File: config.mk
export PLATFORM = sky130hd
export DESIGN_NAME = bfi_front
export DESIGN_NICKNAME = d
export VERILOG_FILES = /design/src/rtl/bfi_pkg.sv /design/src/rtl/bfi_div.sv /design/src/rtl/bfi_front.sv
export SDC_FILE = /design/constraint.sdc
export NUM_CORES = 1
export LEC_CHECK = 0
export BUFFER_PORTS_ARGS = -buffer_cell sky130_fd_sc_hd__buf_2
export CORE_MARGIN = 4
export CORE_UTILIZATION = 51
export DETAILED_ROUTE_END_ITERATION = 12
export HOLD_SLACK_MARGIN = 0.03
export PLACE_DENSITY = 0.71
export SETUP_SLACK_MARGIN = 0.05
export SKIP_LAST_GASP = 1
export SLEW_MARGIN = 40
export SYNTH_ARGS = -nofsm -noshare
export SYNTH_HDL_FRONTEND = slang
export SYNTH_SLANG_ARGS = --single-unit
File: constraint.sdc
create_clock -name clk -period 9.35 [get_ports clk]
set_input_delay 1.4025 -clock clk [delete_from_list [all_inputs] [get_ports clk]]
set_output_delay 1.4025 -clock clk [all_outputs]
set_load 0.05 [all_outputs]
File: src/rtl/bfi_pkg.sv
package bfi_pkg;

    localparam int BYTE_W    = 8;
    localparam int NB_W      = 17;
    localparam int NH_W      = 5;
    localparam int CFG_W     = 17;
    localparam int CFG_IDX_W = 2;
    localparam int POS_W     = 16;
    localparam int BL_W      = 5;
    localparam int NEED_W    = NH_W + BL_W;
    localparam int Q_DEPTH   = 2;
    localparam int Q_PTR_W   = 1;
    localparam int Q_CNT_W   = 2;

    localparam logic [CFG_IDX_W-1:0] REG_NUM_BITS   = 2'd0;
    localparam logic [CFG_IDX_W-1:0] REG_NUM_HASHES = 2'd1;

    localparam logic [NB_W-1:0] NUM_BITS_RST   = 17'd1024;
    localparam logic [NH_W-1:0] NUM_HASHES_RST = 5'd4;

    typedef enum logic [1:0] {
        ST_INSERTED = 2'd0,
        ST_PRESENT  = 2'd1,
        ST_ABSENT   = 2'd2,
        ST_SHORT    = 2'd3
    } status_t;

    typedef struct packed {
        logic [NB_W-1:0] bits;
        logic [NH_W-1:0] hashes;
    } cfg_t;

    typedef struct packed {
        logic apply;
        logic finish;
        logic query;
        logic too_short;
        logic complete;
    } cmd_t;

    function automatic logic [BL_W-1:0] bit_len(input logic [NB_W-1:0] x);
        logic [BL_W-1:0] n;
        n = '0;
        for (int i = 0; i < NB_W; i++)
        begin
            if (x[i])
            begin
                n = BL_W'(i + 1);
            end
        end
        return n;
    endfunction

endpackage

File: src/rtl/bfi_div.sv
module bfi_div #(
    parameter int DVD_W = 9,
    parameter int DVS_W = 5
) (
    input  logic             clk,
    input  logic             rst_n,
    input  logic             start,
    input  logic [DVD_W-1:0] dividend,
    input  logic [DVS_W-1:0] divisor,
    output logic             done,
    output logic [DVD_W-1:0] quotient,
    output logic [DVS_W-1:0] remainder
);

    localparam int CNT_W = (DVD_W > 1) ? $clog2(DVD_W) : 1;

    logic             busy_reg;
    logic             done_reg;
    logic [CNT_W-1:0] cnt_reg;
    logic [DVS_W-1:0] rem_reg;
    logic [DVD_W-1:0] quo_reg;
    logic [DVS_W-1:0] dvs_reg;

    logic [DVS_W:0]   trial;
    logic [DVS_W:0]   diff;
    logic             ge;
    logic [DVS_W-1:0] rem_next;

    // restoring division, one quotient bit a cycle
    always_comb
    begin
        trial    = {rem_reg, quo_reg[DVD_W-1]};
        ge       = trial >= {1'b0, dvs_reg};
        diff     = trial - {1'b0, dvs_reg};
        rem_next = ge ? diff[DVS_W-1:0] : trial[DVS_W-1:0];
    end

    always_ff @(posedge clk or negedge rst_n)
    begin
        if (!rst_n)
        begin
            busy_reg <= 1'b0;
            done_reg <= 1'b0;
            cnt_reg  <= '0;
        end
        else
        begin
            done_reg <= 1'b0;
            if (start)
            begin
                busy_reg <= 1'b1;
                cnt_reg  <= CNT_W'(DVD_W - 1);
            end
            else if (busy_reg)
            begin
                if (cnt_reg == '0)
                begin
                    busy_reg <= 1'b0;
                    done_reg <= 1'b1;
                end
                else
                begin
                    cnt_reg <= cnt_reg - CNT_W'(1);
                end
            end
        end
    end

    always_ff @(posedge clk)
    begin
        if (start)
        begin
            quo_reg <= dividend;
            rem_reg <= '0;
            dvs_reg <= divisor;
        end
        else if (busy_reg)
        begin
            quo_reg <= {quo_reg[DVD_W-2:0], ge};
            rem_reg <= rem_next;
        end
    end

    assign done      = done_reg;
    assign quotient  = quo_reg;
    assign remainder = rem_reg;

endmodule

File: src/rtl/bfi_front.sv
module bfi_front
    import bfi_pkg::*;
#(
    parameter int LEN_W = 9,
    parameter int SUM_W = 17
) (
    input  logic              clk,
    input  logic              rst_n,
    input  cfg_t              cfg,
    input  logic              clearing,
    input  logic              in_valid,
    output logic              in_ready,
    input  logic              mode,
    input  logic [BYTE_W-1:0] value_byte,
    input  logic [LEN_W-1:0]  value_length,
    input  logic              last_byte,
    output logic              q_valid,
    input  logic              q_ready,
    output cmd_t              q_cmd,
    output logic [SUM_W-1:0]  q_sum,
    output logic [NB_W-1:0]   q_bits
);

    localparam int BND_W = LEN_W + NH_W;
    localparam int CMP_W = (POS_W + 1 > BND_W) ? POS_W + 1 : BND_W;

    typedef enum logic [2:0] {
        F_TAKE = 3'b001,
        F_DIV  = 3'b010,
        F_PUSH = 3'b100
    } fstate_t;

    fstate_t           state_reg;
    logic              first_reg;
    logic              query_reg;
    logic              short_reg;
    logic              last_reg;
    logic [POS_W-1:0]  pos_reg;
    logic [SUM_W-1:0]  sum_reg;
    logic [NH_W-1:0]   bn_reg;
    logic [BND_W-1:0]  bnd_reg;
    logic [LEN_W-1:0]  blen_reg;
    logic [BYTE_W-1:0] byte_reg;

    logic              take;
    logic [NEED_W-1:0] need;
    logic              too_short;
    logic              div_done;
    logic [LEN_W-1:0]  div_quo;
    logic [NH_W-1:0]   div_rem;
    logic              acc;
    logic              hit;
    logic              zero_fill;
    logic              need_push;
    logic              advance;
    logic [SUM_W-1:0]  sum_acc;
    logic [POS_W:0]    pos_p1;
    logic [NH_W:0]     bn_inc;
    logic [NH_W:0]     bn_after;

    assign in_ready = (state_reg == F_TAKE) && !clearing;
    assign take     = in_valid && in_ready;

    // minimum length: hashes * bitlen(bits) / 8
    always_comb
    begin
        need      = (NEED_W'(cfg.hashes) * NEED_W'(bit_len(cfg.bits))) >> 3;
        too_short = value_length < need;
    end

    bfi_div #(
        .DVD_W (LEN_W),
        .DVS_W (NH_W)
    ) u_len_div (
        .clk       (clk),
        .rst_n     (rst_n),
        .start     (take && first_reg),
        .dividend  (value_length),
        .divisor   (cfg.hashes),
        .done      (div_done),
        .quotient  (div_quo),
        .remainder (div_rem)
    );

    always_comb
    begin
        acc       = !short_reg && (blen_reg != '0) && (bn_reg < cfg.hashes);
        sum_acc   = sum_reg + SUM_W'(byte_reg);
        pos_p1    = {1'b0, pos_reg} + (POS_W + 1)'(1);
        hit       = acc && (CMP_W'(pos_p1) == CMP_W'(bnd_reg));
        zero_fill = last_reg && !short_reg && (blen_reg == '0);
        bn_inc    = {1'b0, bn_reg} + (NH_W + 1)'(1);
        bn_after  = hit ? bn_inc : {1'b0, bn_reg};

        q_cmd.apply     = hit || zero_fill;
        q_cmd.finish    = last_reg;
        q_cmd.query     = query_reg;
        q_cmd.too_short = short_reg;
        q_cmd.complete  = zero_fill || (bn_after >= {1'b0, cfg.hashes});
        q_sum           = hit ? sum_acc : '0;
        q_bits          = cfg.bits;

        need_push = hit || zero_fill || last_reg;
        q_valid   = (state_reg == F_PUSH) && need_push;
        advance   = (state_reg == F_PUSH) && (!need_push || q_ready);
    end

    always_ff @(posedge clk or negedge rst_n)
    begin
        if (!rst_n)
        begin
            state_reg <= F_TAKE;
            first_reg <= 1'b1;
            query_reg <= 1'b0;
            short_reg <= 1'b0;
            last_reg  <= 1'b0;
            pos_reg   <= '0;
            sum_reg   <= '0;
            bn_reg    <= '0;
            bnd_reg   <= '0;
            blen_reg  <= '0;
        end
        else
        begin
            unique case (state_reg)
                F_TAKE:
                begin
                    if (take)
                    begin
                        last_reg <= last_byte;
                        if (first_reg)
                        begin
                            first_reg <= 1'b0;
                            query_reg <= mode;
                            short_reg <= too_short;
                            pos_reg   <= '0;
                            sum_reg   <= '0;
                            bn_reg    <= '0;
                            state_reg <= F_DIV;
                        end
                        else
                        begin
                            state_reg <= F_PUSH;
                        end
                    end
                end
                F_DIV:
                begin
                    if (div_done)
                    begin
                        blen_reg  <= short_reg ? '0 : div_quo;
                        bnd_reg   <= short_reg ? '0 : BND_W'(div_quo);
                        state_reg <= F_PUSH;
                    end
                end
                F_PUSH:
                begin
                    if (advance)
                    begin
                        if (pos_reg != '1)
                        begin
                            pos_reg <= pos_p1[POS_W-1:0];
                        end
                        sum_reg <= hit ? '0 : (acc ? sum_acc : sum_reg);
                        if (hit)
                        begin
                            bn_reg  <= bn_inc[NH_W-1:0];
                            bnd_reg <= bnd_reg + BND_W'(blen_reg);
                        end
                        if (last_reg)
                        begin
                            first_reg <= 1'b1;
                        end
                        state_reg <= F_TAKE;
                    end
                end
                default:
                begin
                    state_reg <= F_TAKE;
                end
            endcase
        end
    end

    always_ff @(posedge clk)
    begin
        if (take)
        begin
            byte_reg <= value_byte;
        end
    end

endmodule

==> impl_metrics.ini <==
[sta]
fin_crit_sh = 0.714
finalSetupTns_ns = 0
finalMaxSlewViolations = 0
max_slew_margin = 0.462
whs_ns = 0.481
finalSetupViolations = 0
fin_skew_ns = 0.0139
finalWorstSetupSlack_ns = 2.68
tightest_slew_ns = 0.806
final-hold-violation-count = 0
post-route-min-period_ns = 6.67
rsz0062_at_grt = no
max_freq_mhz = 150

[floorplanning]
io_pins = 87
die_area_um2 = 17500
rows = 45
die_h_um = 132
fp.dieW_um = 132
start_util = 0.520
fp.coreArea_um2 = 15100

[power]
intPower_uw = 1060
combPwrFrac = 0.405
p_sw_uw = 753
vdd_drop_max_uv = 117
p_clk_frac = 0.209
swShare = 0.416
p_per_area_nw_per_um2 = 212
leakage_uw = 0.00390
seq_power_share = 0.386

[synth]
netlist_top_cells_count = nand2_1 (110), nor2_1 (87), dfrtp_1 (72), ha_1 (56), inv_1 (55)
synth_edf_count = 22
synth_top_flop_cell = dfrtp_1
syn_area_um2 = 7880
synth.area.top_cells = dfrtp_1 (23%), ha_1 (8.9%), edfxtp_1 (8.4%)
yosys.area.top_type = dfrtp_1
syn_nets = 1022
ys_types = 74
ys_ff_latch = 101
synth_cells = 908
synth_most_common_cell = nand2_1
syn_avg_cell_area_um2 = 8.67
synthArstFlopShare = 0.733
yosys_warnings = 0
ys_seq_area_frac = 0.332
yosys.area.top_type_share = 0.229

[layout]
largest_reg_flops = 17
final_cells = 1146
final_util = 0.564
areaGrowthSynthToFinish_pct = 8.53
layout-drive-gt1-share = 0.147
fin_nets = 1067
diodes = 0

[clock_network]
post_cts_buffers = 0
cts_hold_buffers = 0
root_buffer = clkbuf_16
cts_resized = 0
path_clk_slew_ns = 0.07
cts_tree = done
clock-sinks = 101
clk_path_buf_depth = 2
htreeDepth = 3
numCtsBuffers = 9
insertion_delay_ns = 0.37

[drt]
firstDrtPassIters = 5
via_per_inst = 5.66
vias = 6492
first_iter_violations = 445
routedWlPerCell_um = 15.3
drc_errors = 0
detail-route-antenna-nets = 0
drt-total-wl_um = 17500

[min_path]
holdCritPathClass = reg2reg

[run]
max_cap_violations = 0

[setup_path]
required_ns = 7.95
critPathMaxStageDelay_ns = 0.49
crit_type = in2out
slowest_stage = a211oi_1
cp_cell_sequence = buf_2 > inv_1 > ha_1 > nor3b_1 > o21ai_0 > a2111o_1 > a211oi_1 > o2111ai_4 > xor2_1 > ha_1 > nand2b_1 > a21o_1 > a21oi_1 > nor2b_1 > o21ai_0 > nand3b_1 > a31o_2 > buf_2
crit_path_start_kind = input port
arrival_ns = 5.27
critPathMaxFanout = 15
cp-end-kind = output port

[placed_design]
portBuffers = 86
dpl.hpwl_um = 13100
gp_congestion = 0.834
post-place-ws_ns = 2.71
dp_cells = 1130

[global_routing]
grt_pass1_wl_um = 29600
antenna_found_initial = 0
grtUsageTotal = 0.202
gr-total-overflow = 0
grt_pass1_vias = 6062
grt_max_degree = 75

[status]
status = complete, no violations
worst max-delay path: cells and delay by family:
kind | cells | cell delay (ns)
compound gates | 8 | 2.18
fa+ha+maj | 2 | 0.53
simple gates | 4 | 0.48
buf+inv | 3 | 0.41
xor+xnor | 1 | 0.26
power groups by stage:
stage / registers [uW] / logic (uW) / clock network [uW]
floorplan: 640 / 641 / 0
global placement: 701 / 717 / 0
detailed placement: 702 / 735 / 0
CTS: 696 / 739 / 382
global route: 720 / 832 / 399
finish: 699 / 734 / 378
path summary, 6_finish.rpt:
path                                   startpoint                     end  slack [ns]  depth (start not counted)
setup / recovery                           cfg[1]                q_cmd[0]        2.68                         18
hold / removal             u_len_div.remainder[4]  u_len_div.remainder[4]        0.48                          2
setup reg to reg                     state_reg[0]             pos_reg[14]        5.32                          8
hold reg to reg            u_len_div.remainder[4]  u_len_div.remainder[4]        0.48                          2
max in group asynchronous                   rst_n             blen_reg[7]        7.80                          1
min in group asynchronous                   rst_n             blen_reg[1]        1.05                          1
layout by cell type, fill, tap and decap left out, types with 9 or more instances in the layout:
cell	n
dfrtp_1	72
nand2b_1	24
xor2_1	17
clkbuf_16	9
or3_1	17
nor4_1	12
nand2_1	109
a21oi_1	49
nand4_1	9
nor2_1	87
and2_1	15
ha_1	56
fa_1	12
o21ai_0	44
nand3_1	21
mux2i_1	9
inv_1	55
edfxtp_1	22
nor2b_1	14
nor3_1	19
a21o_1	16
xnor2_1	25
buf_2	85
final cells by class:
| class | count | area, um^2 |
|---|---|---|
| Fill cell | 1401 | 6600 |
| Clock inverter | 7 | 65.1 |
| Sequential cell | 101 | 2620 |
| Multi-Input combinational cell | 696 | 4730 |
| Clock buffer | 9 | 225 |
| Inverter | 55 | 206 |
| Timing Repair Buffer | 90 | 467 |
| Tap cell | 188 | 235 |
cell families after synthesis:
| family | share of synthesized area |
|---|---|
| AO/OA/AOI/OAI | 0.168 |
| buffers and inverters | 0.0694 |
| XOR/XNOR | 0.0467 |
| multiplexers | 0.0257 |
| adder cells (fa/ha/maj) | 0.119 |
| AND/OR/NAND/NOR | 0.239 |
| flip-flops | 0.332 |
per-layer routing:
layer | global-route usage | vias to the layer above | share of wire
met1 | 0.284 | 3077 | 0.48
met3 | 0.0366 | 16 | 0.037
li1 | - | 3293 | -
met2 | 0.326 | 106 | 0.48
met4 | 0.0520 | 0 | 0.011
met5 | 0 | - | 0
stage by stage:
stage / total power (uW) / cell area, um^2
6_report: 1810 / 8550
5_1_grt: 1950 / 8550
4_1_cts: 1820 / 8550
3_5_place_dp: 1440 / 8260
3_3_place_gp: 1420 / 8240
2_1_floorplan: 1280 / 7880
(Power assumes the default switching activity.)
