==> src/rtl/bfi_pkg.sv <==
package bfi_pkg;

    localparam int BYTE_W    = 8;
    localparam int NB_W      = 17;
    localparam int NH_W      = 5;
    localparam int CFG_W     = 17;
    localparam int CFG_IDX_W = 2;
    localparam int POS_W     = 16;
    localparam int BL_W      = 5;
    localparam int NEED_W    = NH_W + BL_W;
    localparam int Q_DEPTH   = 2;
    localparam int Q_PTR_W   = 1;
    localparam int Q_CNT_W   = 2;

    localparam logic [CFG_IDX_W-1:0] REG_NUM_BITS   = 2'd0;
    localparam logic [CFG_IDX_W-1:0] REG_NUM_HASHES = 2'd1;

    localparam logic [NB_W-1:0] NUM_BITS_RST   = 17'd1024;
    localparam logic [NH_W-1:0] NUM_HASHES_RST = 5'd4;

    typedef enum logic [1:0] {
        ST_INSERTED = 2'd0,
        ST_PRESENT  = 2'd1,
        ST_ABSENT   = 2'd2,
        ST_SHORT    = 2'd3
    } status_t;

    typedef struct packed {
        logic [NB_W-1:0] bits;
        logic [NH_W-1:0] hashes;
    } cfg_t;

    typedef struct packed {
        logic apply;
        logic finish;
        logic query;
        logic too_short;
        logic complete;
    } cmd_t;

    function automatic logic [BL_W-1:0] bit_len(input logic [NB_W-1:0] x);
        logic [BL_W-1:0] n;
        n = '0;
        for (int i = 0; i < NB_W; i++)
        begin
            if (x[i])
            begin
                n = BL_W'(i + 1);
            end
        end
        return n;
    endfunction

endpackage

==> src/rtl/bfi_queue.sv <==
module bfi_queue
    import bfi_pkg::*;
#(
    parameter int WIDTH = 8
) (
    input  logic             clk,
    input  logic             rst_n,
    input  logic             push_valid,
    output logic             push_ready,
    input  logic [WIDTH-1:0] push_data,
    output logic             pop_valid,
    input  logic             pop_ready,
    output logic [WIDTH-1:0] pop_data
);

    logic [WIDTH-1:0]   slot_reg [Q_DEPTH];
    logic [Q_PTR_W-1:0] wr_ptr_reg;
    logic [Q_PTR_W-1:0] rd_ptr_reg;
    logic [Q_CNT_W-1:0] cnt_reg;
    logic               do_push;
    logic               do_pop;

    assign push_ready = cnt_reg != Q_CNT_W'(Q_DEPTH);
    assign pop_valid  = cnt_reg != '0;
    assign pop_data   = slot_reg[rd_ptr_reg];
    assign do_push    = push_valid && push_ready;
    assign do_pop     = pop_valid && pop_ready;

    always_ff @(posedge clk or negedge rst_n)
    begin
        if (!rst_n)
        begin
            wr_ptr_reg <= '0;
            rd_ptr_reg <= '0;
            cnt_reg    <= '0;
        end
        else
        begin
            if (do_push)
            begin
                wr_ptr_reg <= wr_ptr_reg + Q_PTR_W'(1);
            end
            if (do_pop)
            begin
                rd_ptr_reg <= rd_ptr_reg + Q_PTR_W'(1);
            end
            if (do_push && !do_pop)
            begin
                cnt_reg <= cnt_reg + Q_CNT_W'(1);
            end
            else if (do_pop && !do_push)
            begin
                cnt_reg <= cnt_reg - Q_CNT_W'(1);
            end
        end
    end

    always_ff @(posedge clk)
    begin
        if (do_push)
        begin
            slot_reg[wr_ptr_reg] <= push_data;
        end
    end

endmodule

==> config.mk <==
export PLATFORM = sky130hd
export DESIGN_NAME = bfi_queue
export DESIGN_NICKNAME = d
export VERILOG_FILES = /design/src/rtl/bfi_pkg.sv /design/src/rtl/bfi_queue.sv
export SDC_FILE = /design/constraint.sdc
export NUM_CORES = 1
export LEC_CHECK = 0
export BUFFER_PORTS_ARGS = -buffer_cell sky130_fd_sc_hd__buf_4
export CAP_MARGIN = 20
export CORE_ASPECT_RATIO = 0.8
export CORE_MARGIN = 5
export CORE_UTILIZATION = 40
export CTS_CLUSTER_SIZE = 14
export DETAILED_ROUTE_END_ITERATION = 8
export PLACE_DENSITY_LB_ADDON = 0.2
export SKIP_LAST_GASP = 1
export SLEW_MARGIN = 20
export SYNTH_ARGS = -nofsm -noshare
export SYNTH_HDL_FRONTEND = slang
export SYNTH_SLANG_ARGS = --single-unit
==> constraint.sdc <==
create_clock -name clk -period 3.24 [get_ports clk]
set_clock_uncertainty 0.2 [all_clocks]
set_input_delay 0.162 -clock clk [delete_from_list [all_inputs] [get_ports clk]]
set_output_delay 0.162 -clock clk [all_outputs]
set_load 0.01 [all_outputs]
==> results of run 1 <==
## where the power goes
| part | internal, mW | leakage [nW] | switching [mW] | total, mW |
|---|---|---|---|---|
| registers | 0.359 | 0.195 | 0.0540 | 0.413 |
| logic | 0.194 | 0.243 | 0.141 | 0.335 |
| clock network | 0.0447 | 0.0154 | 0.0679 | 0.113 |
| total | 0.598 | 0.453 | 0.263 | 0.861 |
## path summary, 6_finish.rpt
kind	startpoint	end	slack [ns]	cells after the start
worst max-delay path	cnt_reg[0]$_DFFE_PN0P_	slot_reg[0][5]$_DFFE_PP_	1.46	3
worst min-delay path	wr_ptr_reg$_DFFE_PN0P_	wr_ptr_reg$_DFFE_PN0P_	0.30	1
worst max register to register	cnt_reg[0]$_DFFE_PN0P_	slot_reg[0][5]$_DFFE_PP_	1.46	3
worst min register to register	wr_ptr_reg$_DFFE_PN0P_	wr_ptr_reg$_DFFE_PN0P_	0.30	1
max in group asynchronous	rst_n	cnt_reg[0]$_DFFE_PN0P_	2.12	3
min in group asynchronous	rst_n	rd_ptr_reg$_DFFE_PN0P_	0.56	3
## metal layers
metal | up-vias | track usage | share of wire
li1 | 225 | - | -
met1 | 215 | 0.111 | 0.40
met2 | 10 | 0.180 | 0.54
met3 | 0 | 0.0366 | 0.056
met4 | 0 | 0.0221 | 0
met5 | - | 0 | 0
## layout make-up
class                   count  share of cell area
well taps                  24              0.0269
clock buffers               3              0.0202
multi-input cells          21               0.177
inverters                   1             0.00336
clock inverters             1             0.00336
flip-flops and latches     20               0.520
repair buffers             33               0.249
## metrics by stage
stage	hold WS [ns]	instance area (um^2)	instances
floorplan	-0.334	787	43
global placement	-0.238	970	87
detailed placement	-0.237	970	87
CTS	0.301	1120	103
global route	0.319	1120	103
finish	0.300	1120	103
## cell usage in the layout, fill, tap and decap left out, drive strengths merged, types with 2 or more instances in the layout
cell type	n
xor2	2
buf	21
mux2	8
nor2	2
edfxtp	16
dfrtp	4
clkbuf	3
xnor2	3
dlygate4sd3	12
nand2	2
## logic make-up (layout without fill, tap and decap cells)
kind of cell             after synthesis  after routing
XOR/XNOR                               5              5
multiplexers                           8              8
adder cells (fa/ha/maj)                1              1
flip-flops                            20             20
AND/OR/NAND/NOR                        7              7
buffers and inverters                  2             38
## worst max-delay path, cell delays in order, from the launching register on
cell      delay (ns)
dfrtp_1         0.43
nand2b_4        0.16
nand2_1         0.09
nor2_1          0.54
==> run_results.csv, run 1 <==
group,metric,value,unit
logic_synthesis,synth_area,787,um^2
run,cap_violations,0,
clock_tree,ctsResizeCount,0,
global_route,grt_max_degree,12,
clock_tree,cts_tree,"yes",
drt,finalWirelength,1310,um
logic_synthesis,synthMostInstantiatedCell,"edfxtp_1",
logic_synthesis,muxShareOfSynthArea,0.114,
final_layout,diodes,0,
setup_path,path_class,"register to register",
die,initial_core_util,0.420,
logic_synthesis,synth_top_family_by_area,"multiplexers",
logic_synthesis,syn_nets,56,
pwr,power,0.861,mW
logic_synthesis,synth_edf_count,16,
die,coreArea,1870,um^2
die,dieArea,2960,um^2
logic_synthesis,synth_xor_area_frac,0.0556,
timing,fmax,562,MHz
drt,post-route-drc-count,0,
drt,wire_per_inst,12.7,um
logic_synthesis,ys_top_cells_by_count,"edfxtp_1 (16), mux2_2 (8), dfrtp_1 (4)",
logic_synthesis,ys_seq_elements,20,
clock_tree,hold_buffers,12,
drt,vias,450,
timing,period_share,0.550,
final_layout,fillers,137,
timing,rsz0062_at_grt,"false",
logic_synthesis,synth_warnings,0,
drt,vias_per_cell,4.37,
placed_design,io_buffers,21,
final_layout,ff_latch_area,581,um^2
timing,hold_violations,0,
logic_synthesis,synth_compound_area_frac,0,
drt,ant_nets,0,
drt,drt_iter0_markers,2,
clock_tree,clk_latency,0.28,ns
logic_synthesis,seq_area_frac_synth,0.738,
final_layout,multi_input_area,198,um^2
logic_synthesis,synth_area_per_cell,18.3,um^2
die,die_w,59.6,um
logic_synthesis,ys.flop_type,"edfxtp_1",
global_route,grtUsageTotal,0.100,
timing,setup_ws,1.46,ns
timing,period_minus_slack,1.78,ns
final_layout,drive_gt1_frac,0.443,
run_status,status,"finished, final reports clean",
logic_synthesis,synth.top_cell.area_share,0.610,
clock_tree,post_cts_buffers,0,
die,io_pins,22,
pwr,power_density,771,nW/um^2
setup_path,critPathCaptureType,"register",
logic_synthesis,synth_top_cell_by_area,"edfxtp_1",
global_route,gr-total-overflow,0,
logic_synthesis,yosys.cell_types.count,14,
logic_synthesis,synthTopCellsByArea,"edfxtp_1 (61%), dfrtp_1 (13%), mux2_2 (11%)",
clock_tree,cts_max_level,1,
pwr,leakage,0.453,nW
setup_path,cp.arrival,1.51,ns
final_layout,final_core_util,0.595,
drt,drt_first_pass_iters,3,
global_route,grt_pass1_vias,476,
logic_synthesis,synthCells,43,
timing,relSlewSlack,0.542,
placed_design,post-place-ws,1.45,ns
die,rows,14,
clock_tree,cts.clk_slew.worst_paths,0.10,ns
final_layout,syn2layout_area_growth,41.8,%
final_layout,largest_reg_flops,16,
final_layout,finalNetCount,93,
setup_path,required,2.97,ns
global_route,antenna_found_initial,0,
logic_synthesis,synthAdderAreaFrac,0.0159,
placed_design,globalplace.congestion,0.653,
timing,worst_pin_slew,0.685,ns
die,die_h,49.7,um
timing,drv_slew,0,
timing,tns,0,ns
pwr,peakVddDrop,443,uV
logic_synthesis,async_reset_ff_frac,0.200,
hold_path,hold_class,"register to register",
clock_tree,cts_root_buffer,"clkbuf_4",
setup_path,crit_path_max_fanout,8,
clock_tree,cts.sinks,20,
logic_synthesis,synth_simple_gate_area_frac,0.0652,
global_route,grt_pass1_wl,2120,um
timing,setup_violations,0,
setup_path,cp-start-kind,"register",
clock_tree,cts_made_buffers,3,
clock_tree,clockBufferDepth,2,
Power figures use the tool's default switching activity.
==> run 2: changes to the inputs <==
Clock period 3.24 ns to 1.7 ns, I/O delays scaled along.
==> run_results.csv, run 2 (synthesized netlist as in run 1, its figures left out) <==
group,metric,value,unit
global_route,antenna_found_initial,0,
drt,finalWirelength,1430,um
placed_design,globalplace.congestion,0.663,
setup_path,cp.arrival,1.33,ns
final_layout,multi_input_area,200,um^2
hold_path,min_path_cells,1,
timing,relSlewSlack,0.850,
clock_tree,cts.sinks,20,
timing,tns,0,ns
final_layout,ff_latch_area,583,um^2
drt,wire_per_inst,13.5,um
global_route,grt_max_degree,13,
die,rows,14,
clock_tree,clk_latency,0.29,ns
run,cap_violations,0,
final_layout,mostFrequentLayoutCell,"buf_4",
placed_design,hpwlAfterDp,955,um
final_layout,most-common-layout-cells,"buf_4 (24), edfxtp_1 (16), dlygate4sd3_1 (12)",
die,die_w,59.6,um
final_layout,instances_no_fill,106,
setup_path,r2r_slack,0.11,ns
final_layout,diodes,0,
timing,hold_violations,0,
timing,fmax,620,MHz
global_route,gr-total-overflow,0,
drt,drt_first_pass_iters,4,
pwr,power_density,1590,nW/um^2
run_status,status,"finished, final reports clean",
global_route,grt_pass1_wl,2390,um
setup_path,reg2regPathDepth,6,
setup_path,required,1.41,ns
final_layout,fillers,145,
final_layout,final_core_util,0.624,
drt,ant_nets,0,
hold_path,holdPathEnd,"wr_ptr_reg$_DFFE_PN0P_",
clock_tree,cts_made_buffers,3,
clock_tree,cts_tree,"yes",
hold_path,hold_class,"register to register",
placed_design,io_buffers,21,
final_layout,largest_reg_flops,16,
timing,drv_slew,0,
pwr,leakage,0.479,nW
clock_tree,cts_root_buffer,"clkbuf_4",
die,die_h,49.7,um
timing,worst_pin_slew,0.225,ns
timing,period_share,0.949,
global_route,grt_pass1_vias,546,
timing,period_minus_slack,1.61,ns
final_layout,drive_gt1_frac,0.512,
placed_design,placed_cells,89,
drt,drt_iter0_markers,4,
clock_tree,cts.clk_slew.worst_paths,0.11,ns
global_route,grtUsageTotal,0.109,
die,dieArea,2960,um^2
drt,post-route-drc-count,0,
drt,vias_per_cell,4.42,
setup_path,crit_path_max_fanout,9,
drt,vias,468,
final_layout,fin_area,1170,um^2
timing,setup_violations,0,
pwr,peakVddDrop,977,uV
setup_path,r2r_start,"cnt_reg[0]$_DFFE_PN0P_",
setup_path,rr_endpoint,"cnt_reg[1]$_DFFE_PN0P_",
die,initial_core_util,0.420,
setup_path,path_class,"register to output pin",
setup_path,critPathCaptureType,"output pin",
setup_path,cp-start-kind,"register",
final_layout,syn2layout_area_growth,48.6,%
clock_tree,cts_max_level,1,
die,io_pins,22,
placed_design,placed_area,985,um^2
clock_tree,clockBufferDepth,2,
die,coreArea,1870,um^2
hold_path,min_from,"wr_ptr_reg$_DFFE_PN0P_",
final_layout,finalNetCount,96,
==> run 2: layer usage <==
layer  global-route usage  up-vias  wire (um)
met5                    0        -          0
met4               0.0332        0          4
met3               0.0313        2         69
met2                0.189       13        798
met1                0.129      221        556
li1                     -      232          -
==> run 2: metrics by stage <==
stage,power [mW],setup slack (ns),hold slack (ns)
floorplan,1.17,0.114,-0.411
global placement,1.44,0.0893,-0.313
CTS,1.85,0.0137,0.300
finish,1.86,0.0871,0.306
global route,1.97,-0.000333,0.305
detailed placement,1.45,0.0502,-0.315
==> run 2: timing repair <==
action | CTS | global route
endpoints found under the hold margin | 22 | 0
hold buffers | 12 | 0
setup buffers | 0 | 1
endpoints found under the setup margin | 8 | 1
gates resized for setup | 1 | 2
==> run 2: worst max-delay path by stage <==
stage / from / endpoint / slack [ns] / cells past startpoint
after floorplan: cnt_reg[0]$_DFFE_PN0P_ / slot_reg[0][0]$_DFFE_PP_ / 0.11 / 3
after CTS: cnt_reg[0]$_DFFE_PN0P_ / cnt_reg[1]$_DFFE_PN0P_ / 0.01 / 6
after global placement: cnt_reg[0]$_DFFE_PN0P_ / cnt_reg[1]$_DFFE_PN0P_ / 0.09 / 7
after global routing: cnt_reg[0]$_DFFE_PN0P_ / cnt_reg[1]$_DFFE_PN0P_ / -0.0003 / 6
after detailed placement: cnt_reg[0]$_DFFE_PN0P_ / cnt_reg[1]$_DFFE_PN0P_ / 0.05 / 6
final: rd_ptr_reg$_DFFE_PN0P_ / pop_data[5] / 0.09 / 2
==> run 2: final cells by class <==
class | count | share of cell area
clock buffer | 3 | 0.0193
tap | 24 | 0.0257
multi-input combinational | 21 | 0.171
sequential | 20 | 0.498
inverter | 1 | 0.00321
timing repair buffer | 36 | 0.257
clock inverter | 1 | 0.0257
==> run 2: power by group <==
part	leakage, nW	switching (mW)	internal [mW]
clock	0.0279	0.139	0.238
combinational	0.258	0.287	0.406
sequential	0.193	0.0994	0.689
total	0.479	0.526	1.33
==> run 2: worst max-delay path, cell delays in order, from the launching register on <==
cell,delay [ns]
dfrtp_2,0.51
mux2_2,0.38
buf_4,0.15
==> run 3: changes to the inputs <==
Settings changed: ABC_CLOCK_PERIOD_IN_PS set to 1700, GPL_TIMING_DRIVEN set to 0.
==> run_results.csv, run 3 (synthesized netlist as in run 1, its figures left out) <==
group,metric,value,unit
timing,rsz0062_at_grt,"true",
hold_path,min_path_cells,1,
placed_design,placed_area,975,um^2
final_layout,most-common-layout-cells,"buf_4 (22), edfxtp_1 (16), dlygate4sd3_1 (12)",
clock_tree,clockBufferDepth,2,
setup_path,crit_path_max_fanout,4,
clock_tree,clk_latency,0.29,ns
die,dieArea,2960,um^2
drt,vias,462,
global_route,grt_use_met1,0.120,
setup_path,required,1.72,ns
global_route,grtUsageTotal,0.104,
die,initial_core_util,0.420,
pwr,peakVddDrop,820,uV
timing,drv_slew,0,
timing,worst_pin_slew,0.455,ns
clock_tree,cts_made_buffers,3,
drt,wire_per_inst,12.9,um
global_route,grt_pass1_wl,2280,um
setup_path,critPathCaptureType,"register",
final_layout,syn2layout_area_growth,44.4,%
setup_path,cp-start-kind,"register",
die,rows,14,
timing,tns,0,ns
timing,whs,0.315,ns
timing,relSlewSlack,0.697,
drt,finalWirelength,1360,um
run,cap_violations,0,
final_layout,fin_area,1140,um^2
final_layout,fillers,152,
global_route,gr-total-overflow,0,
clock_tree,cts_max_level,1,
pwr,leakage,0.463,nW
setup_path,reg2regPathDepth,6,
placed_design,io_buffers,21,
placed_design,globalplace.congestion,0.653,
timing,period_share,0.962,
die,io_pins,22,
global_route,grt_pass1_vias,531,
final_layout,mostFrequentLayoutCell,"buf_4",
pwr,power_density,1480,nW/um^2
drt,drt_first_pass_iters,2,
die,die_w,59.6,um
global_route,gr-usage-met3,0.0313,
run_status,status,"finished, final reports clean",
placed_design,hpwlAfterDp,879,um
global_route,antenna_found_initial,0,
drt,post-route-drc-count,0,
clock_tree,cts_tree,"yes",
global_route,grt_max_degree,12,
die,die_h,49.7,um
drt,drt_iter0_markers,3,
setup_path,cp.arrival,1.65,ns
hold_path,hold_class,"register to register",
setup_path,path_class,"register to register",
global_route,use_met2,0.182,
placed_design,placed_cells,88,
clock_tree,cts_root_buffer,"clkbuf_4",
final_layout,instances_no_fill,105,
final_layout,diodes,0,
drt,vias_per_cell,4.40,
timing,hold_violations,0,
drt,ant_nets,0,
clock_tree,cts.sinks,20,
timing,setup_violations,0,
final_layout,finalNetCount,95,
final_layout,drive_gt1_frac,0.481,
timing,fmax,612,MHz
clock_tree,cts.clk_slew.worst_paths,0.10,ns
timing,period_minus_slack,1.63,ns
global_route,top_usage_layer,"met2",
final_layout,largest_reg_flops,16,
die,coreArea,1870,um^2
run 3: cell count changes in the layout (fill, tap and decap cells not counted), sizes merged:
cell    change
buf         -2
clkbuf      +1
bufinv      -1
clkinv      +1
run 3: repair_timing:
action	in CTS	in global routing
gates cloned	0	0
gates resized for setup	1	2
hold buffers	12	0
setup endpoints to repair	8	17
hold endpoints to repair	22	0
buffers inserted	0	1
run 3: final timing paths:
kind,from,endpoint,slack (ns)
max in group asynchronous,rst_n,wr_ptr_reg$_DFFE_PN0P_,0.63
max reg2reg,cnt_reg[0]$_DFFE_PN0P_,cnt_reg[1]$_DFFE_PN0P_,0.07
max,cnt_reg[0]$_DFFE_PN0P_,cnt_reg[1]$_DFFE_PN0P_,0.07
min,wr_ptr_reg$_DFFE_PN0P_,wr_ptr_reg$_DFFE_PN0P_,0.31
min reg2reg,wr_ptr_reg$_DFFE_PN0P_,wr_ptr_reg$_DFFE_PN0P_,0.31
min in group asynchronous,rst_n,rd_ptr_reg$_DFFE_PN0P_,0.49
run 3: cell type report:
cell class                      count  area (um^2)  share of cell area
Buffer                              1         7.51             0.00661
Clock buffer                        3         22.5              0.0198
Clock inverter                      1         3.75             0.00330
Inverter                            1         3.75             0.00330
Multi-Input combinational cell     21          203               0.178
Sequential cell                    20          581               0.511
Tap cell                           24         30.0              0.0264
Timing Repair Buffer               34          285               0.251
run 3: per-stage QoR:
stage | total power, mW | utilization | worst slack, ns
floorplan | 1.17 | - | 0.114
global placement | 1.42 | 0.520 | -0.133
detailed placement | 1.43 | 0.520 | -0.165
CTS | 1.68 | 0.599 | 0.0160
global route | 1.79 | 0.606 | -0.0244
finish | 1.68 | 0.606 | 0.0652
run 3: worst max-delay path: stages (launching register included):
cell      delay, ns
dfrtp_1        0.44
nand2b_4       0.17
nand2_2        0.10
inv_1          0.05
ha_1           0.31
nor2_1         0.15
xor2_1         0.15
run 3: power by group:
part	internal, mW	switching [mW]
sequential	0.685	0.0618
combinational	0.400	0.319
clock	0.0853	0.131
run 3: layer usage:
metal	routed length, um	up-vias
li1	-	229
met1	585	223
met2	726	10
met3	44	0
met4	0	0
met5	0	-
